`src/hdl/markov_led_flicker_pwm_unit_macros.svh`:
```
// ----------------------------------------------------------------------------
// markov_led_flicker_pwm_unit_macros
// assertion macros shared by the led flicker modules
// ----------------------------------------------------------------------------
`ifndef MARKOV_LED_FLICKER_PWM_UNIT_MACROS_SVH
`define MARKOV_LED_FLICKER_PWM_UNIT_MACROS_SVH

// property that must hold at every clock edge out of reset
`define MLFP_ASSERT_ALWAYS(lbl, prop, msg) \
    lbl: assert property (@(posedge aclk) disable iff (!aresetn) (prop)) else $error(msg);

// consequent must hold in the cycle after the antecedent
`define MLFP_ASSERT_NEXT(lbl, ante, cons, msg) \
    lbl: assert property (@(posedge aclk) disable iff (!aresetn) (ante) |=> (cons)) else $error(msg);

`endif

```
`src/hdl/mlfp_pkg.sv`:
```
// ----------------------------------------------------------------------------
// mlfp_pkg
// types, constants and chain tables of the led flicker pwm block
// ----------------------------------------------------------------------------
`default_nettype none

package mlfp_pkg;

    // channels that can be driven and pwm period
    localparam int NUM_CHANNELS = 8;
    localparam int PWM_LEVELS   = 256;

    // fixed field widths
    localparam int ACTION_W = 2;
    localparam int CH_W     = 3;
    localparam int DRAW_W   = 7;
    localparam int STATE_W  = 4;
    localparam int LEVEL_W  = 8;
    localparam int COUNT_W  = 4;
    localparam int CH_SLOTS = 2 ** CH_W;

    // draws above this value leave the chain where it is
    localparam logic [DRAW_W-1:0] DRAW_LIMIT = DRAW_W'(100);

    // request opcodes
    typedef enum logic [ACTION_W-1:0] {
        ACT_TICK = 2'd0,
        ACT_STEP = 2'd1,
        ACT_STOP = 2'd2,
        ACT_NONE = 2'd3
    } action_t;

    // one result request
    typedef struct packed {
        logic [CH_SLOTS-1:0] pin_pattern;
        logic [STATE_W-1:0]  channel_state;
        logic [LEVEL_W-1:0]  channel_level;
    } result_t;

    // brightness of each chain state
    function automatic logic [LEVEL_W-1:0] level_of(input logic [STATE_W-1:0] s);
        logic [LEVEL_W-1:0] v;
        case (s)
            4'd0:    v = 8'd0;
            4'd1:    v = 8'd1;
            4'd2:    v = 8'd4;
            4'd3:    v = 8'd8;
            4'd4:    v = 8'd16;
            4'd5:    v = 8'd32;
            4'd6:    v = 8'd64;
            4'd7:    v = 8'd128;
            4'd8:    v = 8'd255;
            4'd9:    v = 8'd128;
            4'd10:   v = 8'd64;
            4'd11:   v = 8'd32;
            4'd12:   v = 8'd16;
            4'd13:   v = 8'd8;
            4'd14:   v = 8'd4;
            4'd15:   v = 8'd1;
            default: v = 8'd0;
        endcase
        return v;
    endfunction

    // threshold for the first successor: the on state is a coin flip
    function automatic logic [DRAW_W-1:0] first_prob(input logic [STATE_W-1:0] s);
        logic [DRAW_W-1:0] v;
        if (s == 4'd8) begin
            v = 7'd50;
        end else begin
            v = 7'd90;
        end
        return v;
    endfunction

    // first successor
    function automatic logic [STATE_W-1:0] first_next(input logic [STATE_W-1:0] s);
        logic [STATE_W-1:0] v;
        case (s)
            4'd0:    v = 4'd0;
            4'd8:    v = 4'd8;
            4'd15:   v = 4'd0;
            default: v = s + 4'd1;
        endcase
        return v;
    endfunction

    // second successor
    function automatic logic [STATE_W-1:0] second_next(input logic [STATE_W-1:0] s);
        logic [STATE_W-1:0] v;
        case (s)
            4'd0:    v = 4'd1;
            4'd8:    v = 4'd9;
            default: v = 4'd0 - s;
        endcase
        return v;
    endfunction

endpackage

`default_nettype wire

```
`src/hdl/mlfp_out_buf.sv`:
```
// ----------------------------------------------------------------------------
// mlfp_out_buf
// two-entry result buffer: output register plus skid register
// ----------------------------------------------------------------------------
`default_nettype none

`include "markov_led_flicker_pwm_unit_macros.svh"

module mlfp_out_buf (
    input  wire logic             aclk,
    input  wire logic             aresetn,
    input  wire logic             push,
    input  wire mlfp_pkg::result_t push_data,
    output logic                  room,
    output logic                  out_valid,
    input  wire logic             out_ready,
    output mlfp_pkg::result_t     out_data
);

    logic              out_valid_reg, out_valid_next;
    logic              skid_valid_reg, skid_valid_next;
    mlfp_pkg::result_t out_data_reg, out_data_next;
    mlfp_pkg::result_t skid_data_reg, skid_data_next;
    logic              pop;

    // room for one more request as long as the skid slot is free
    assign room      = !skid_valid_reg;
    assign pop       = out_valid_reg && out_ready;
    assign out_valid = out_valid_reg;
    assign out_data  = out_data_reg;

    // slot control
    always_comb begin
        out_valid_next  = out_valid_reg;
        out_data_next   = out_data_reg;
        skid_valid_next = skid_valid_reg;
        skid_data_next  = skid_data_reg;
        if (out_valid_reg && !pop) begin
            if (push) begin
                skid_valid_next = 1'b1;
                skid_data_next  = push_data;
            end
        end else if (skid_valid_reg) begin
            out_valid_next  = 1'b1;
            out_data_next   = skid_data_reg;
            skid_valid_next = 1'b0;
        end else begin
            out_valid_next = push;
            out_data_next  = push_data;
        end
    end

    // control registers
    always_ff @(posedge aclk) begin
        if (!aresetn) begin
            out_valid_reg  <= 1'b0;
            skid_valid_reg <= 1'b0;
        end else begin
            out_valid_reg  <= out_valid_next;
            skid_valid_reg <= skid_valid_next;
        end
    end

    // payload registers
    always_ff @(posedge aclk) begin
        out_data_reg  <= out_data_next;
        skid_data_reg <= skid_data_next;
    end

    // skid slot only fills behind a full output slot
    `MLFP_ASSERT_ALWAYS(a_skid_behind_out, !skid_valid_reg || out_valid_reg, "skid without head")
    // a full buffer never takes a request
    `MLFP_ASSERT_ALWAYS(a_no_push_full, !(push && skid_valid_reg), "push into full buffer")
    // a waiting head moves the skid entry forward once taken
    `MLFP_ASSERT_NEXT(a_skid_advance, pop && skid_valid_reg,
        out_valid_reg && out_data_reg == $past(skid_data_reg), "skid entry lost")

endmodule

`default_nettype wire

```
`src/hdl/markov_led_flicker_pwm_unit.sv`:
```
// ----------------------------------------------------------------------------
// markov_led_flicker_pwm_unit
// led flicker generator: per-channel markov chains driving pwm pins
// ----------------------------------------------------------------------------
// Takes one request per clock cycle while s_ready is high and returns one
// result per request through the registered result buffer. Every request is
// handled in combinational logic between the held channel state and a
// two-entry result buffer; that buffer lets one more request in while a
// result waits, after which s_ready drops until m_ready frees a slot. A tick
// compares all driven brightnesses against the pwm counter in parallel, a
// step looks up the chain tables for one channel, a stop clears brightness
// and pins. All state is in flip-flops and is ready right out of reset.
`default_nettype none

`include "markov_led_flicker_pwm_unit_macros.svh"

module markov_led_flicker_pwm_unit (
    input  wire logic                          aclk,
    input  wire logic                          aresetn,
    // configuration
    input  wire logic                          cfg_wr_en,
    input  wire logic [mlfp_pkg::COUNT_W-1:0]  cfg_wr_data,
    // request channel
    input  wire logic                          s_valid,
    output logic                               s_ready,
    input  wire logic [mlfp_pkg::ACTION_W-1:0] s_action,
    input  wire logic [mlfp_pkg::CH_W-1:0]     s_channel_index,
    input  wire logic [mlfp_pkg::DRAW_W-1:0]   s_random_value,
    // result channel
    output logic                               m_valid,
    input  wire logic                          m_ready,
    output logic [mlfp_pkg::CH_SLOTS-1:0]      m_pin_pattern,
    output logic [mlfp_pkg::STATE_W-1:0]       m_channel_state,
    output logic [mlfp_pkg::LEVEL_W-1:0]       m_channel_level
);

    localparam logic [mlfp_pkg::LEVEL_W-1:0] PWM_MAX =
        mlfp_pkg::LEVEL_W'(mlfp_pkg::PWM_LEVELS - 1);
    localparam logic [mlfp_pkg::COUNT_W-1:0] CH_MAX =
        mlfp_pkg::COUNT_W'(mlfp_pkg::NUM_CHANNELS);

    logic [mlfp_pkg::COUNT_W-1:0]                           active_reg;
    logic [mlfp_pkg::CH_SLOTS-1:0][mlfp_pkg::STATE_W-1:0]   chain_reg, chain_next;
    logic [mlfp_pkg::CH_SLOTS-1:0][mlfp_pkg::LEVEL_W-1:0]   bright_reg, bright_next;
    logic [mlfp_pkg::LEVEL_W-1:0]                           pwm_reg, pwm_next;
    logic [mlfp_pkg::CH_SLOTS-1:0]                          pin_reg, pin_next;

    logic                         accept;
    logic [mlfp_pkg::COUNT_W-1:0] driven;
    logic [mlfp_pkg::CH_SLOTS-1:0] drive_mask;
    logic [mlfp_pkg::CH_SLOTS-1:0] tick_pins;
    logic                         step_ok;
    logic [mlfp_pkg::STATE_W-1:0] held_state, new_state;
    logic [mlfp_pkg::LEVEL_W-1:0] new_level;
    mlfp_pkg::action_t            action;
    mlfp_pkg::result_t            result;
    mlfp_pkg::result_t            out_data;

    assign accept = s_valid && s_ready;
    assign action = mlfp_pkg::action_t'(s_action);

    // driven channel count and mask
    assign driven = (active_reg > CH_MAX) ? CH_MAX : active_reg;
    always_comb begin
        for (int i = 0; i < mlfp_pkg::CH_SLOTS; i++) begin
            drive_mask[i] = mlfp_pkg::COUNT_W'(i) < driven;
        end
    end

    // pwm compare for all channels
    always_comb begin
        for (int i = 0; i < mlfp_pkg::CH_SLOTS; i++) begin
            tick_pins[i] = drive_mask[i] && (bright_reg[i] > pwm_reg);
        end
    end

    // chain step for the addressed channel
    assign step_ok    = {1'b0, s_channel_index} < driven;
    assign held_state = chain_reg[s_channel_index];
    always_comb begin
        if (s_random_value <= mlfp_pkg::first_prob(held_state)) begin
            new_state = mlfp_pkg::first_next(held_state);
        end else if (s_random_value <= mlfp_pkg::DRAW_LIMIT) begin
            new_state = mlfp_pkg::second_next(held_state);
        end else begin
            new_state = held_state;
        end
    end
    assign new_level = mlfp_pkg::level_of(new_state);

    // next state and result
    always_comb begin
        chain_next  = chain_reg;
        bright_next = bright_reg;
        pwm_next    = pwm_reg;
        pin_next    = pin_reg;
        result.channel_state = '0;
        result.channel_level = '0;
        case (action)
            mlfp_pkg::ACT_TICK: begin
                pin_next = tick_pins;
                pwm_next = (pwm_reg >= PWM_MAX) ? '0 : pwm_reg + 1'b1;
            end
            mlfp_pkg::ACT_STEP: begin
                if (step_ok) begin
                    chain_next[s_channel_index]  = new_state;
                    bright_next[s_channel_index] = new_level;
                    result.channel_state = new_state;
                    result.channel_level = new_level;
                end
            end
            mlfp_pkg::ACT_STOP: begin
                bright_next = '0;
                pin_next    = '0;
            end
            mlfp_pkg::ACT_NONE: begin
                pin_next = pin_reg;
            end
            default: begin
                pin_next = pin_reg;
            end
        endcase
        result.pin_pattern = pin_next;
    end

    // configuration register
    always_ff @(posedge aclk) begin
        if (!aresetn) begin
            active_reg <= mlfp_pkg::COUNT_W'(8);
        end else if (cfg_wr_en) begin
            active_reg <= cfg_wr_data;
        end
    end

    // channel state, updated on each accepted request
    always_ff @(posedge aclk) begin
        if (!aresetn) begin
            chain_reg  <= '0;
            bright_reg <= '0;
            pwm_reg    <= '0;
            pin_reg    <= '0;
        end else if (accept) begin
            chain_reg  <= chain_next;
            bright_reg <= bright_next;
            pwm_reg    <= pwm_next;
            pin_reg    <= pin_next;
        end
    end

    // result buffer
    mlfp_out_buf u_out_buf (
        .aclk      (aclk),
        .aresetn   (aresetn),
        .push      (accept),
        .push_data (result),
        .room      (s_ready),
        .out_valid (m_valid),
        .out_ready (m_ready),
        .out_data  (out_data)
    );

    assign m_pin_pattern   = out_data.pin_pattern;
    assign m_channel_state = out_data.channel_state;
    assign m_channel_level = out_data.channel_level;

    // stop leaves every brightness and pin cleared
    `MLFP_ASSERT_NEXT(a_stop_clears, accept && action == mlfp_pkg::ACT_STOP,
        bright_reg == '0 && pin_reg == '0, "stop did not clear")
    // pins never light above the driven count
    `MLFP_ASSERT_ALWAYS(a_pins_driven, (tick_pins & ~drive_mask) == '0, "undriven pin lit")
    // chain positions only move on an accepted step
    `MLFP_ASSERT_NEXT(a_chain_hold, !(accept && action == mlfp_pkg::ACT_STEP),
        chain_reg == $past(chain_reg), "chain moved without step")

endmodule

`default_nettype wire
```
`config.mk`:
```
export PLATFORM = sky130hd
export DESIGN_NAME = markov_led_flicker_pwm_unit
export DESIGN_NICKNAME = d
export VERILOG_FILES = /design/src/hdl/mlfp_pkg.sv /design/src/hdl/mlfp_out_buf.sv /design/src/hdl/markov_led_flicker_pwm_unit.sv
export VERILOG_INCLUDE_DIRS = /design/src /design/src/hdl
export SDC_FILE = /design/constraint.sdc
export NUM_CORES = 1
export LEC_CHECK = 0
export BUFFER_PORTS_ARGS = -buffer_cell sky130_fd_sc_hd__buf_2
export CAP_MARGIN = 20
export CORE_MARGIN = 2
export CORE_UTILIZATION = 50
export CTS_BUF_LIST = sky130_fd_sc_hd__clkbuf_8
export DETAILED_ROUTE_END_ITERATION = 6
export HOLD_SLACK_MARGIN = 0.06
export PLACE_DENSITY = 0.72
export SLEW_MARGIN = 25
export SYNTH_ARGS = -nofsm -noshare
export SYNTH_HDL_FRONTEND = slang
export SYNTH_SLANG_ARGS = --single-unit
```
`constraint.sdc`:
```
create_clock -name aclk -period 8.1 [get_ports aclk]
set_clock_uncertainty 0.15 [all_clocks]
set_input_delay 1.215 -clock aclk [delete_from_list [all_inputs] [get_ports aclk]]
set_output_delay 1.215 -clock aclk [all_outputs]
set_load 0.03 [all_outputs]
```
==> results_dict.tcl <==
set metrics [dict create \
    rsz0062_at_grt "false" \
    hold_depth 2 \
    synth_area_um2 8160 \
    path_max_fanout 17 \
    status "complete, no violations" \
    cts_max_path_buffers 2 \
    cts_tree "done" \
    grt_pass1_vias 6070 \
    grt-ovfl-total 0 \
    cellPowerDensity_nw_per_um2 176 \
    post-route-period-util_pct 75.7 \
    p_int_mw 1.15 \
    critical-path-slowest-cell "a31oi_2" \
    synth.largest_area_cell "dfxtp_1" \
    dieWidth_um 132 \
    syn_nets 921 \
    ir_worst_vdd_mv 0.106 \
    synthTopCellsByArea "dfxtp_1, edfxtp_1, ha_1" \
    cp_data_required_time_ps 8320 \
    timing.fmax_ghz 0.163 \
    post_drt_wl_per_cell_um 18.5 \
    synth_ff_type "dfxtp_1" \
    core_area_um2 15900 \
    nFillCells 1416 \
    vias 6449 \
    largest_reg_flops 64 \
    worstPathCellList "buf_2 -> mux4_2 -> mux2i_1 -> and2_1 -> nand2_1 -> inv_1 -> ha_1 -> a2111oi_0 -> o21ai_0 -> and4_1 -> a21o_1 -> a31oi_2 -> nor2b_1 -> nand2_4 -> a311oi_2" \
    arrival_ps 6350 \
    power_mw 1.57 \
    place_hpwl_mm 13.5 \
    gp_congestion 0.912 \
    drc 0 \
    synth_cells 824 \
    reg2reg_depth 16 \
    finalSetupTns_ps 0 \
    critical_path_class "input pin to flip-flop" \
    track_usage_pct 23.6 \
    timing.final.ws_setup_ps 1970 \
    p_sw_uw 419 \
    insertion_delay_ps 460 \
    timing.hold.ws_ps 333 \
    grt_max_degree 67 \
    ys_seq_area_share_pct 43.7 \
    design_area_um2 8910 \
    dpl_cell_area_um2 8520 \
    clkPwrFrac_pct 37.6 \
    drv_slew 0 \
    synth_warnings 0 \
    nets 942 \
    cts-buffers-inserted 17 \
    port_buffers 42 \
    worstSetupEndpointType "flip-flop" \
    holdBufCountCts 0 \
    syn_area_per_cell_um2 9.90 \
    synth.most_common_cell "dfxtp_1" \
    drtPass1Iterations 5 \
    fin_cells 1074 \
    regArea_um2 3560 \
    period_needed_ps 6130 \
    maxCapViolCount 0 \
    cts_resized 0 \
    antenna_found_initial 0 \
    io_pins 43 \
    pre_cts_slack_ps 1510 \
    seqPwrFrac_pct 53.2 \
    yosys-top-cells-count "dfxtp_1, nor2_1, ha_1" \
    finalHoldViolCount 0 \
    clock_sinks 158 \
    synth_edf_count 40 \
    switching_share_pct 26.8 \
    cp_slowest_stage_delay_ps 760 \
    relSlewSlack_pct 37.4 \
    initial_core_util_pct 51.2 \
    diodes 0 \
    dieHeight_um 132 \
    cts_setup_buffers 0 \
    min_path_type "flip-flop to flip-flop" \
    cts_root_buf "clkbuf_8" \
    rows 46 \
    vias_per_cell 6.00 \
    h-tree-depth 4 \
    drt.antenna.violating_nets 0 \
    wirelength_mm 19.8 \
    area_growth_pct 9.23 \
    ys_ff_latch 158 \
    drt_iter0_drc 755 \
    final_layout_size_suffix_gt1_share_pct 16.1 \
    grt_pass1_wl_mm 32.8 \
    fin_util_pct 55.9 \
    power_leakage_nw 3.43 \
    combPwrFrac_pct 9.2 \
    tightest_slew_ps 937 \
    startpoint_type "input pin" \
    synth-async-reset-ratio_pct 0 \
    yosys.cell_types.count 68 \
    setup_viol 0 \
    die-area_um2 17400 \
    dp_cells 1042 \
    netlist.area_leader.share_pct 28.9 \
    path_clk_slew_ps 90 \
    multi_input_area_um2 4300 \
]
[placed cells by master (no fill, tap or decap), types with 17 or more instances in the layout]
cell	count
dfxtp_1	118
inv_1	25
o21ai_0	22
a21oi_1	36
nand3_1	57
edfxtp_1	40
o22ai_1	49
clkbuf_8	17
ha_1	76
a211oi_1	35
buf_2	42
nand2_1	47
nor2_1	78
[routing by layer]
metal  vias to the layer above  GRT usage (%)  wire (um)
li1                       3130              -          -
met1                      3058           34.4       9260
met2                       225           35.9       8780
met3                        36           4.42       1350
met4                         0           7.19        453
met5                         -              0          0
[power groups by stage]
stage	Clock [mW]	Sequential, mW	Combinational (mW)
after detailed placement	0	0.851	0.143
after global routing	0.633	0.835	0.158
after floorplan	0	0.863	0.0904
after global placement	0	0.851	0.141
after CTS	0.595	0.833	0.144
final	0.589	0.833	0.145
[path summary, 6_finish.rpt]
kind | startpoint | endpoint | slack [ps]
worst max-delay path | s_channel_index[1] | bright_reg[10] | 1970
worst min-delay path | pin_reg[5] | pin_reg[5] | 330
worst max register to register | chain_reg[28] | bright_reg[10] | 2840
worst min register to register | pin_reg[5] | pin_reg[5] | 330
[critical path: cells and delay by family]
family	cells	cell delay, ps
adders and majority gates	1	260
and+or+nand+nor	5	1600
AOI/OAI and AO/OA	5	1800
buffers and inverters	2	430
muxes	2	1030
[area by class of cell]
type	instances	share of cell area, %
Clock buffer	17	2.62
Clock inverter	15	1.78
Inverter	26	1.12
Multi-Input combinational cell	590	48.3
Sequential cell	158	40.0
Tap cell	216	3.03
Timing Repair Buffer	52	3.20
[cells by family after synthesis]
kind of cell               synth area share [%]
xor gates and xnor gates                  0.951
AOI/OAI and AO/OA                          20.5
buffers and inverters                      3.73
muxes                                      4.48
adders and majority gates                  11.7
and+or+nand+nor                            15.0
DFF                                        43.7
Power figures use the tool's default switching activity.
